### src/rtl/core/uibl_pkg.sv
// ----------------------------------------------------------------------------
// uibl_pkg: shared types and constants
// Payload structs, request codes and count helpers for the list
// intersection block.
// ----------------------------------------------------------------------------
`default_nettype none

package uibl_pkg;

    localparam int unsigned KEY_W = 32;
    localparam int unsigned CNT_W = 2;

    // Request codes carried in req_type.
    localparam logic [1:0] REQ_A      = 2'd0;
    localparam logic [1:0] REQ_B      = 2'd1;
    localparam logic [1:0] REQ_FINISH = 2'd2;

    localparam logic [CNT_W-1:0] CNT_ZERO = 2'd0;
    localparam logic [CNT_W-1:0] CNT_ONE  = 2'd1;
    localparam logic [CNT_W-1:0] CNT_SAT  = 2'd2;

    typedef struct packed {
        logic [1:0]              req_type;
        logic signed [KEY_W-1:0] value;
    } in_item_t;

    typedef struct packed {
        logic signed [KEY_W-1:0] result_value;
        logic                    result_valid;
        logic                    last_result;
        logic                    overflowed;
    } out_item_t;

    // Per-entry count pair as held in the count memory.
    typedef struct packed {
        logic [CNT_W-1:0] cnt_a;
        logic [CNT_W-1:0] cnt_b;
    } cnt_pair_t;

    // Result of the shared key comparator.
    typedef struct packed {
        logic eq;       // table key equals the incoming key
        logic gt_last;  // table key is above the last emitted key
        logic lt_best;  // table key is below the best candidate so far
    } cmp_flags_t;

    // Count increment that saturates at two.
    function automatic logic [CNT_W-1:0] sat_inc(input logic [CNT_W-1:0] c);
        logic [CNT_W-1:0] r;
        if (c >= CNT_SAT) begin
            r = CNT_SAT;
        end else begin
            r = c + CNT_ONE;
        end
        return r;
    endfunction

endpackage

`default_nettype wire

### src/rtl/core/uibl_key_cmp.sv
// ----------------------------------------------------------------------------
// uibl_key_cmp: shared key comparator
// Compares the key read from the table against the incoming key and
// against the two bounds of the ordered selection pass.
// ----------------------------------------------------------------------------
`default_nettype none

module uibl_key_cmp (
    input  wire logic signed [uibl_pkg::KEY_W-1:0] table_key,
    input  wire logic signed [uibl_pkg::KEY_W-1:0] probe_key,
    input  wire logic signed [uibl_pkg::KEY_W-1:0] last_key,
    input  wire logic signed [uibl_pkg::KEY_W-1:0] best_key,
    output uibl_pkg::cmp_flags_t                   flags
);

    // All comparisons are signed, giving ascending two's complement order.
    always_comb begin
        flags.eq      = (table_key == probe_key);
        flags.gt_last = (table_key > last_key);
        flags.lt_best = (table_key < best_key);
    end

endmodule

`default_nettype wire

### src/rtl/core/unique_in_both_lists_top.sv
// ----------------------------------------------------------------------------
// unique_in_both_lists_top: values seen exactly once in two lists
// Loads list elements into a table of distinct values with saturating
// per-list counts, and on a finish request streams out, in ascending
// order, each value counted once in both lists.
// ----------------------------------------------------------------------------
//
//  Channel  | Ports                        | Direction | Payload
//  ---------+------------------------------+-----------+---------------------
//  input    | s_valid, s_ready, s_payload  | in        | req_type, value
//  result   | m_valid, m_ready, m_payload  | out       | result_value,
//           |                              |           | result_valid,
//           |                              |           | last_result,
//           |                              |           | overflowed
//
// Element item: s_ready is low after the transfer while the table is scanned, one entry
// read per cycle, up to the first match, and while the matched or new entry is written.
// Finish item: max(1, q) passes over the table, q being the qualifying count, each
// ending in one result, which waits for m_ready while the output register is full.
// aresetn (synchronous, active low) empties the table and clears the overflow flag;
// a waiting result holds off input unless it is the last result of its finish run.
// ----------------------------------------------------------------------------
`default_nettype none

module unique_in_both_lists_top #(
    parameter int unsigned TABLE_DEPTH = 64
) (
    input  wire logic                aclk,
    input  wire logic                aresetn,

    input  wire logic                s_valid,
    output logic                     s_ready,
    input  wire uibl_pkg::in_item_t  s_payload,

    output logic                     m_valid,
    input  wire logic                m_ready,
    output uibl_pkg::out_item_t      m_payload
);

    // Index width for the table and count width that can also hold the depth.
    localparam int unsigned IW = $clog2(TABLE_DEPTH);
    localparam int unsigned CW = $clog2(TABLE_DEPTH + 1);
    localparam int unsigned KW = uibl_pkg::KEY_W;

    // Sequencer states.
    typedef enum logic [3:0] {
        ST_IDLE      = 4'b0001,
        ST_ELEM_SCAN = 4'b0010,
        ST_FIN_SCAN  = 4'b0100,
        ST_FIN_EMIT  = 4'b1000
    } state_t;

    state_t state_reg, state_next;

    // Item being worked on.
    logic signed [KW-1:0] key_reg, key_next;
    logic                 is_b_reg, is_b_next;

    // Table bookkeeping.
    logic [CW-1:0] occ_reg, occ_next;
    logic          ovf_reg, ovf_next;

    // Scan pointer and the read that is in flight.
    logic [CW-1:0] scan_idx_reg, scan_idx_next;
    logic          pend_reg, pend_next;
    logic [IW-1:0] pend_idx_reg, pend_idx_next;

    // Ordered selection state for the finish run.
    logic signed [KW-1:0] last_key_reg, last_key_next;
    logic                 have_last_reg, have_last_next;
    logic signed [KW-1:0] best_key_reg, best_key_next;
    logic                 best_found_reg, best_found_next;
    logic                 first_pass_reg, first_pass_next;
    logic [CW-1:0]        n_total_reg, n_total_next;
    logic [CW-1:0]        n_emit_reg, n_emit_next;

    // Output register.
    uibl_pkg::out_item_t out_reg, out_next;
    logic                out_vld_reg, out_vld_next;

    // Table memories: keys and count pairs, one write and one read port.
    logic [KW-1:0]       key_mem [TABLE_DEPTH];
    uibl_pkg::cnt_pair_t cnt_mem [TABLE_DEPTH];

    logic                 rd_en;
    logic [IW-1:0]        rd_addr;
    logic signed [KW-1:0] rd_key_reg;
    uibl_pkg::cnt_pair_t  rd_cnt_reg;

    logic                 wr_key_en;
    logic                 wr_cnt_en;
    logic [IW-1:0]        wr_addr;
    logic [KW-1:0]        wr_key;
    uibl_pkg::cnt_pair_t  wr_cnt;

    // Shared comparator and scan helpers.
    uibl_pkg::cmp_flags_t flags;
    logic                 issue;
    logic                 qual;
    logic                 emit_last;
    logic                 out_free;

    uibl_key_cmp u_key_cmp (
        .table_key (rd_key_reg),
        .probe_key (key_reg),
        .last_key  (last_key_reg),
        .best_key  (best_key_reg),
        .flags     (flags)
    );

    always_ff @(posedge aclk) begin
        if (wr_key_en) begin
            key_mem[wr_addr] <= wr_key;
        end
        if (wr_cnt_en) begin
            cnt_mem[wr_addr] <= wr_cnt;
        end
        if (rd_en) begin
            rd_key_reg <= key_mem[rd_addr];
            rd_cnt_reg <= cnt_mem[rd_addr];
        end
    end

    assign s_ready   = (state_reg == ST_IDLE);
    assign m_valid   = out_vld_reg;
    assign m_payload = out_reg;

    // A new read is started while entries below the occupancy remain.
    assign issue     = (scan_idx_reg < occ_reg);
    assign rd_addr   = scan_idx_reg[IW-1:0];
    assign qual      = (rd_cnt_reg.cnt_a == uibl_pkg::CNT_ONE) &&
                       (rd_cnt_reg.cnt_b == uibl_pkg::CNT_ONE);
    assign emit_last = !best_found_reg || (CW'(n_emit_reg + 1'b1) == n_total_reg);
    assign out_free  = !out_vld_reg || m_ready;

    always_comb begin
        state_next      = state_reg;
        key_next        = key_reg;
        is_b_next       = is_b_reg;
        occ_next        = occ_reg;
        ovf_next        = ovf_reg;
        scan_idx_next   = scan_idx_reg;
        pend_next       = pend_reg;
        pend_idx_next   = pend_idx_reg;
        last_key_next   = last_key_reg;
        have_last_next  = have_last_reg;
        best_key_next   = best_key_reg;
        best_found_next = best_found_reg;
        first_pass_next = first_pass_reg;
        n_total_next    = n_total_reg;
        n_emit_next     = n_emit_reg;
        out_next        = out_reg;
        out_vld_next    = out_vld_reg && !m_ready;

        rd_en     = 1'b0;
        wr_key_en = 1'b0;
        wr_cnt_en = 1'b0;
        wr_addr   = pend_idx_reg;
        wr_key    = key_reg;
        wr_cnt    = rd_cnt_reg;

        unique case (state_reg)
            ST_IDLE: begin
                if (s_valid) begin
                    key_next      = s_payload.value;
                    is_b_next     = (s_payload.req_type == uibl_pkg::REQ_B);
                    scan_idx_next = '0;
                    pend_next     = 1'b0;
                    unique case (s_payload.req_type)
                        uibl_pkg::REQ_A, uibl_pkg::REQ_B: begin
                            state_next = ST_ELEM_SCAN;
                        end
                        uibl_pkg::REQ_FINISH: begin
                            have_last_next  = 1'b0;
                            best_found_next = 1'b0;
                            first_pass_next = 1'b1;
                            n_total_next    = '0;
                            n_emit_next     = '0;
                            state_next      = ST_FIN_SCAN;
                        end
                        default: begin
                            // Unused request code: the item is taken and dropped.
                            state_next = ST_IDLE;
                        end
                    endcase
                end
            end

            ST_ELEM_SCAN: begin
                rd_en         = issue;
                pend_next     = issue;
                pend_idx_next = scan_idx_reg[IW-1:0];
                if (issue) begin
                    scan_idx_next = CW'(scan_idx_reg + 1'b1);
                end
                priority if (pend_reg && flags.eq) begin
                    // Value already present: bump the count of its list.
                    wr_cnt_en = 1'b1;
                    wr_addr   = pend_idx_reg;
                    if (is_b_reg) begin
                        wr_cnt.cnt_a = rd_cnt_reg.cnt_a;
                        wr_cnt.cnt_b = uibl_pkg::sat_inc(rd_cnt_reg.cnt_b);
                    end else begin
                        wr_cnt.cnt_a = uibl_pkg::sat_inc(rd_cnt_reg.cnt_a);
                        wr_cnt.cnt_b = rd_cnt_reg.cnt_b;
                    end
                    state_next = ST_IDLE;
                end else if (!pend_reg && !issue) begin
                    // Whole table scanned without a match.
                    if (occ_reg < CW'(TABLE_DEPTH)) begin
                        wr_key_en    = 1'b1;
                        wr_cnt_en    = 1'b1;
                        wr_addr      = occ_reg[IW-1:0];
                        wr_key       = key_reg;
                        wr_cnt.cnt_a = is_b_reg ? uibl_pkg::CNT_ZERO : uibl_pkg::CNT_ONE;
                        wr_cnt.cnt_b = is_b_reg ? uibl_pkg::CNT_ONE : uibl_pkg::CNT_ZERO;
                        occ_next     = CW'(occ_reg + 1'b1);
                    end else begin
                        ovf_next = 1'b1;
                    end
                    state_next = ST_IDLE;
                end else begin
                    state_next = ST_ELEM_SCAN;
                end
            end

            ST_FIN_SCAN: begin
                rd_en         = issue;
                pend_next     = issue;
                pend_idx_next = scan_idx_reg[IW-1:0];
                if (issue) begin
                    scan_idx_next = CW'(scan_idx_reg + 1'b1);
                end
                if (pend_reg && qual) begin
                    if (first_pass_reg) begin
                        n_total_next = CW'(n_total_reg + 1'b1);
                    end
                    // Keep the smallest qualifying key above the last one sent.
                    if ((!have_last_reg || flags.gt_last) &&
                        (!best_found_reg || flags.lt_best)) begin
                        best_key_next   = rd_key_reg;
                        best_found_next = 1'b1;
                    end
                end
                if (!pend_reg && !issue) begin
                    state_next = ST_FIN_EMIT;
                end
            end

            ST_FIN_EMIT: begin
                if (out_free) begin
                    out_vld_next          = 1'b1;
                    out_next.result_value = best_found_reg ? best_key_reg : '0;
                    out_next.result_valid = best_found_reg;
                    out_next.last_result  = emit_last;
                    out_next.overflowed   = ovf_reg;
                    if (emit_last) begin
                        // End of the run: empty the table for the next lists.
                        occ_next   = '0;
                        ovf_next   = 1'b0;
                        state_next = ST_IDLE;
                    end else begin
                        last_key_next   = best_key_reg;
                        have_last_next  = 1'b1;
                        best_found_next = 1'b0;
                        first_pass_next = 1'b0;
                        n_emit_next     = CW'(n_emit_reg + 1'b1);
                        scan_idx_next   = '0;
                        pend_next       = 1'b0;
                        state_next      = ST_FIN_SCAN;
                    end
                end
            end

            default: begin
                state_next = ST_IDLE;
            end
        endcase
    end

    always_ff @(posedge aclk) begin
        if (!aresetn) begin
            state_reg   <= ST_IDLE;
            occ_reg     <= '0;
            ovf_reg     <= 1'b0;
            pend_reg    <= 1'b0;
            out_vld_reg <= 1'b0;
        end else begin
            state_reg   <= state_next;
            occ_reg     <= occ_next;
            ovf_reg     <= ovf_next;
            pend_reg    <= pend_next;
            out_vld_reg <= out_vld_next;
        end
    end

    always_ff @(posedge aclk) begin
        key_reg        <= key_next;
        is_b_reg       <= is_b_next;
        scan_idx_reg   <= scan_idx_next;
        pend_idx_reg   <= pend_idx_next;
        last_key_reg   <= last_key_next;
        have_last_reg  <= have_last_next;
        best_key_reg   <= best_key_next;
        best_found_reg <= best_found_next;
        first_pass_reg <= first_pass_next;
        n_total_reg    <= n_total_next;
        n_emit_reg     <= n_emit_next;
        out_reg        <= out_next;
    end

endmodule

`default_nettype wire

### config.mk
export PLATFORM = sky130hd
export DESIGN_NAME = unique_in_both_lists_top
export DESIGN_NICKNAME = d
export VERILOG_FILES = /design/src/rtl/core/uibl_pkg.sv /design/src/rtl/core/uibl_key_cmp.sv /design/src/rtl/core/unique_in_both_lists_top.sv
export SDC_FILE = /design/constraint.sdc
export NUM_CORES = 2
export LEC_CHECK = 0
export BUFFER_PORTS_ARGS = -buffer_cell sky130_fd_sc_hd__clkbuf_2
export CAP_MARGIN = 0
export CORE_ASPECT_RATIO = 1.1
export CORE_MARGIN = 2
export CORE_UTILIZATION = 40
export CTS_CLUSTER_SIZE = 30
export DETAILED_ROUTE_END_ITERATION = 10
export GPL_TIMING_DRIVEN = 0
export PLACE_DENSITY_LB_ADDON = 0.1
export SLEW_MARGIN = 15
export SYNTH_ARGS = -nofsm -noshare
export SYNTH_HDL_FRONTEND = slang
export SYNTH_HIERARCHICAL = 1
export SYNTH_SLANG_ARGS = --single-unit
### constraint.sdc
create_clock -name aclk -period 4.46 [get_ports aclk]
set_input_delay 0.892 -clock aclk [delete_from_list [all_inputs] [get_ports aclk]]
set_output_delay 0.892 -clock aclk [all_outputs]
set_load 0.05 [all_outputs]
* Yosys cells after proc, flatten, opt, wreduce, memory -nomap -nowiden
Memories as Yosys holds them, arrays and structs flattened. A register that Yosys moved wholly into a read port is not among the register bits.
Cells that the tools add are included.
** Cells by class
- $lt $le $gt $ge :: 6
- Muxes and demuxes :: 74
- Reductions and logical operators :: 36
- Bitwise gates (word level) :: 1
- Equal/unequal tests :: 24
- Add/subtract/negate cells :: 6
** Operators with widths (count)
- $mux W7 :: 15
- $pmux W7 S2 :: 3
- $eq A32 B32 Y1 :: 1
- $gt A32 B32 Y1 :: 1
- $lt A32 B32 Y1 :: 1
- $mux W4 :: 8
- $mux W1 :: 31
- $add A7 B1 Y7 const B :: 4
- $mux W6 :: 4
- $ne A2 B2 Y1 const B :: 12
- $pmux W7 S3 :: 1
- $pmux W4 S4 :: 1
- $reduce_and A5 Y1 :: 3
- $reduce_and A6 Y1 :: 2
- $reduce_and A3 Y1 :: 3
- $mux W2 :: 4
- $eq A7 B7 Y1 :: 1
- $lt A7 B7 Y1 :: 1
- $lt A7 B7 Y1 const B :: 1
- $reduce_and A7 Y1 :: 1
- $eq A2 B1 Y1 const B :: 3
- $logic_and A1 B1 Y1 :: 6
- $logic_not A1 Y1 :: 6
- $pmux W1 S2 :: 3
- 19 further kinds :: 31
** Word-level totals
- Word-level logic and storage cells :: 169
- Flip-flop bits (word level) :: 176
- Output and inout port bits :: 37
- Memory bits (writable) :: 2304
- Memories kept :: 2
** Memory list
- key_mem :: depth 64, bits a word 32, rd ports 1, clocked after Yosys merged registers in 1, write ports 1, line unique_in_both_lists_top.sv:82 : logic [KW-1:0] key_mem [TABLE_DEPTH];
- cnt_mem :: depth 64, bits a word 4, rd ports 1, clocked after Yosys merged registers in 1, write ports 1, line unique_in_both_lists_top.sv:83 : uibl_pkg::cnt_pair_t cnt_mem [TABLE_DEPTH];

* Depth between registers and ports, before layout
- Depth after elaboration :: 8
- Gate-level depth with buffers :: 12

* Hierarchy
The synthesis kept the hierarchy.
** Modules (own cells, without submodules)
- unique_in_both_lists_top :: times used 1, area an instance 96807.8 um2, cells an instance 4358
- uibl_key_cmp :: times used 1, area an instance 1918.1 um2, cells an instance 263

* Worst setup path after synthesis
No wires, ideal clock.
- Path kind :: register -> register
- Start :: reg occ_reg[2]
- End :: mem key_mem[48][0] in the netlist's numbering, enable pin
- Arrival :: 4.275 ns
- Stages on the path, launching flop included :: 11
- Library setup time :: 0.461 ns
- Setup slack :: -0.277 ns
- Clock period less this slack :: 4.737 ns
- Cell sequence :: dfxtp_1 > clkbuf_1 > inv_1 > ha_1 > nand2_1 > o21ai_0 > a41o_1 > buf_2 > nand2_2 > buf_2 > nor3_1
** Between the ends
- Cells in the longest elaborated chain, start to end :: 8
- Elaborated cells between the ends (all ways) :: 14
- Classes of those cells :: order compare: 2; mux: 10; reduce/logical: 2
** RTL lines
- start, declared :: line unique_in_both_lists_top.sv:60 : logic [CW-1:0] occ_reg, occ_next;
- start signal, assigned :: line unique_in_both_lists_top.sv:290 : occ_reg <= occ_next;
- $lt A7 B7 Y1 :: line unique_in_both_lists_top.sv:129 : assign issue = (scan_idx_reg < occ_reg);
- $logic_not A1 Y1 :: line unique_in_both_lists_top.sv:208 : end else if (!pend_reg && !issue) begin
- $logic_and A1 B1 Y1 :: line unique_in_both_lists_top.sv:208
- $mux W1 :: line unique_in_both_lists_top.sv:208
- $mux W1 :: line unique_in_both_lists_top.sv:196 : priority if (pend_reg && flags.eq) begin
- $mux W1 :: line unique_in_both_lists_top.sv:162 : unique case (state_reg)
- $mux W1 :: line unique_in_both_lists_top.sv:112 : if (wr_key_en) begin
- $mux W1 (implied by the code) :: line unique_in_both_lists_top.sv:113 : key_mem[wr_addr] <= wr_key;
- end, declared :: line unique_in_both_lists_top.sv:82
Parallel ways exist; a longest one is shown, timed or not.

* Final worst setup path
- Start :: reg scan_idx_reg[1]
- End :: reg rd_key_reg[17], read port of key_mem, data pin
** Between the ends
- Cells in the longest elaborated chain, start to end :: 2
** RTL lines
- start, declared :: line unique_in_both_lists_top.sv:64 : logic [CW-1:0] scan_idx_reg, scan_idx_next;
- start signal, assigned :: line unique_in_both_lists_top.sv:300 : scan_idx_reg <= scan_idx_next;
- $lt A7 B7 Y1 :: line unique_in_both_lists_top.sv:129
- $mux W1 :: line unique_in_both_lists_top.sv:162
- end, declared :: line unique_in_both_lists_top.sv:87 : logic signed [KW-1:0] rd_key_reg;
Parallel ways exist; a longest one is shown, timed or not.
A chain may end at the register's enable or synchronous reset.

==> results.md <==
* Status: complete, but fails checks
* Failing checks: setup timing
* CP required at 5.00 ns
* Vias per inst at 5.96
* Die height at 525 µm
* WHS Path Cells at 1
* Largest net degree at the start of global routing at 37
* DR vias at 52100
* R2r setup slk at -0.16 ns
* Die area at 251000 µm²
* Starting Density at about two fifths
* Dpl cells at 8233
* First-pass GRT wire length at 456000 µm
* Ys async rst share at 0%
* Final hold viol count at 0
* Unique masters post-synth at between 60 and 70
* Peak supply drop at approximately 0.25 mV
* Crit path arrival time at 5.16 ns
* Gate Count Post-Synth at 4621
* Pleak at 37.6 nW
* GRT overflow at 0
* Met1 GRT Util at 37.1%
* Top FF cell, synth: edfxtp_1
* Commonest non-fill, non-tap cell in the layout: edfxtp_1
* Syn Area/Cell at roughly 21 µm²
* Worst hold start: s_payload[28]
* Crit-path max cell delay at 0.55 ns
* RSZ-0062 raised after global routing: false
* Slew @ Worst Pin at 1.35 ns
* Later-pin clock latency in the skew report at 0.86 ns
* Post-DR wirelength/cell at 38.9 µm
* Fin Hold WS at ~0.21 ns
* Global-route usage over all layers at 26.9%
* Startpoint types: flop
* R2r endpoint: rd_key_reg[17]
* Post-synthesis xor/xnor area fraction at 0.515%
* DR iter-0 viols at 6677
* Tcrit/Tclk final at 104%
* Ys Warns at 6
* Cts hold-fix bufs at 0
* Area Growth Syn to Fin at 19.3%
* Rows at between 150 and 200
* Post-synthesis mux area share at 15.8%
* Synth Area in Adders at less than 1%
* Max-slew headroom at 10.2%
* CTS HTree Levels at 5
* Routing usage on met2 at 42.5%
* CP Capture Type: flop
* Sequence of cells on the critical path: buf_2, buf_2, buf_4, buf_2, buf_4, mux2i_1, a21oi_1, a22oi_1, nor2_1
* CTS clock-pin slew for the worst setup and hold paths at 0.06 ns
* Slowest CP cell: mux2i_1
* Fmax at between 200 and 250 MHz
* Core area at 246000 µm²
* Syn_nets at 4732
* GP Congestion at 0.891
* DRC at 0
* Largest family of logic cells by synthesized area: multiplexers
* Hold endpoint: key_reg[28]
* Final critical-path required period at 4.62 ns
* Post-synthesis sequential area ratio at 76.4%
* Setup TNS at -1.07 ns
* Worst path bufs/invs at 5
* Synth Area in Simple Gates at 2.39%
* Skew final at around 0.048 ns
* Worst Setup Slack, final at -0.158 ns
* Cell Area, Synth at about 99000 µm²
* ANT nets after route at 0
* Power per Cell Area at 471 nW/µm²
* Number of synthesized flops with an enable pin at 2502
* Initial antenna violation count at 17
* Max reg flops at 2048
* Overall power at 55.4 mW
* Sinks on Clock Net at around 2500
* Vias in the first global route at 51400
* DRT Wirelength at 340000 µm
* Worst hold path type: input pin to flop
* First-pass DRT Iterations at 6
* Root Buffer: clkbuf_16
* Io pins at 75
* Final nets at 5382
* Most used cell, CP: buf_2
* CP Class: flop to flop
* Final Max Tran Viols at 0
* IO Port Bufs at between 70 and 80
* Max-cap violations at 0
* Synthesis-stage register bit count at 2516
* CTS tree: done
* GR peak layer: met2
* Crit path max fanout at 10
* GR Util met3 at 5.64%
* Compound-Gate Fraction of Synth Area at 2.48%
* Die W at 478 µm
* Post-DP HPWL at between 200000 and 250000 µm
* Most frequent cells in the layout: edfxtp_1, mux4_2, clkbuf_16, mux2i_1, nor2_1
* Cell family contributing the most delay on the critical path: buffers and inverters
* Final Setup Violations at 27
* Share of cells above drive strength 1 at 29.6%
* Non-filler cells, final at 8743
* Reg2reg start: scan_idx_reg[1]
* Num CTS Buffers at around 280
* Largest reg by FF count: key_mem
* Max Root-Sink Buffers at 4
* Worst Reg2Reg Path Length in Cells at 9
==> cell type report <==
cell class	instances	area (µm²)
fill	20200	128000
sequential	2516	75400
multi-input combinational	1790	22500
clock buffer	342	7290
timing repair buffer	374	5890
tap	3281	4110
buffer	233	1260
clock inverter	121	1020
inverter	81	304
antenna	5	12.5
==> synth_stat cells, types with 5 or more instances <==
cell	instances	share of area [%]
inv_1	80	0.30
buf_6	12	0.14
mux2_2	11	0.13
nand4_1	23	0.15
ha_1	73	0.93
dfxtp_1	14	0.28
a21oi_1	111	0.56
a31oi_1	30	0.19
xnor2_1	13	0.12
edfxtp_1	2502	76
mux4_2	612	14
o221a_2	6	0.068
o22ai_1	22	0.14
xor2_1	45	0.40
or3_1	7	0.044
clkbuf_1	94	0.36
nor3_1	22	0.11
nor2b_1	52	0.33
a21o_1	13	0.099
nor2_1	211	0.80
a22oi_1	44	0.33
o21ai_0	39	0.20
buf_2	69	0.35
mux2i_1	169	1.7
nand2_1	59	0.22
nand3_1	31	0.16
buf_1	25	0.095
nor4_1	15	0.095
o21ai_1	5	0.025
buf_4	34	0.26
and3_1	5	0.032
a211oi_1	58	0.44
and2_1	46	0.29
nand2b_1	11	0.070
o21a_1	6	0.046
==> power by group <==
group | switching [mW] | total [mW] | internal, mW
combinational | 4.60 | 7.11 | 2.51
clock | 9.28 | 21.8 | 12.5
sequential | 0.132 | 26.6 | 26.4
total | 14.0 | 55.4 | 41.4
==> worst register-to-register path: stages (launching register included) <==
cell and delay [ns]:
edfxtp_1 0.43, buf_2 0.54, buf_2 0.54, buf_4 0.44, buf_2 0.54, buf_4 0.42
mux2i_1 0.59, a21oi_1 0.33, a22oi_1 0.34, nor2_1 0.15
==> what timing repair did <==
action,CTS,global route
setup endpoints to repair,881,615
pin swaps,17,0
resized for setup,32,14
buffers inserted,26,17
==> metrics by stage <==
step	instance area [µm²]	setup slack (ns)	utilization [%]
2_1_floorplan	98700	-0.277	-
3_3_place_gp	103000	-6.05	42.0
3_5_place_dp	109000	-0.881	44.3
4_1_cts	118000	0.00505	47.8
5_1_grt	118000	0.000634	47.9
6_report	118000	-0.158	47.9
==> kinds of logic (layout without fill, tap and decap cells) <==
kind of cell,after synthesis,count (layout)
other cells,0,5
buf+inv,315,1151
flops,2516,2516
xor+xnor,58,58
fa+ha+maj,73,73
compound gates,375,375
mux,792,792
simple gates,492,492
==> worst max-delay path by stage <==
stage                          from              end  slack (ns)  cells past startpoint
floorplan                occ_reg[2]   key_mem[48][0]       -0.28                     10
global placement         occ_reg[2]  key_mem[56][17]       -6.05                     10
detailed placement  scan_idx_reg[2]   rd_key_reg[17]       -0.88                      8
CTS                      occ_reg[2]  key_mem[50][22]       0.005                     15
global route            key_reg[11]    cnt_mem[9][2]      0.0006                     11
finish              scan_idx_reg[1]   rd_key_reg[17]       -0.16                      9
==> routing by layer <==
layer	vias up	routed length, µm
met3	524	27300
met5	-	15
met1	28600	139000
li1	20600	-
met2	2409	160000
met4	2	13600
No activity file was read; power rests on OpenSTA's default activity.
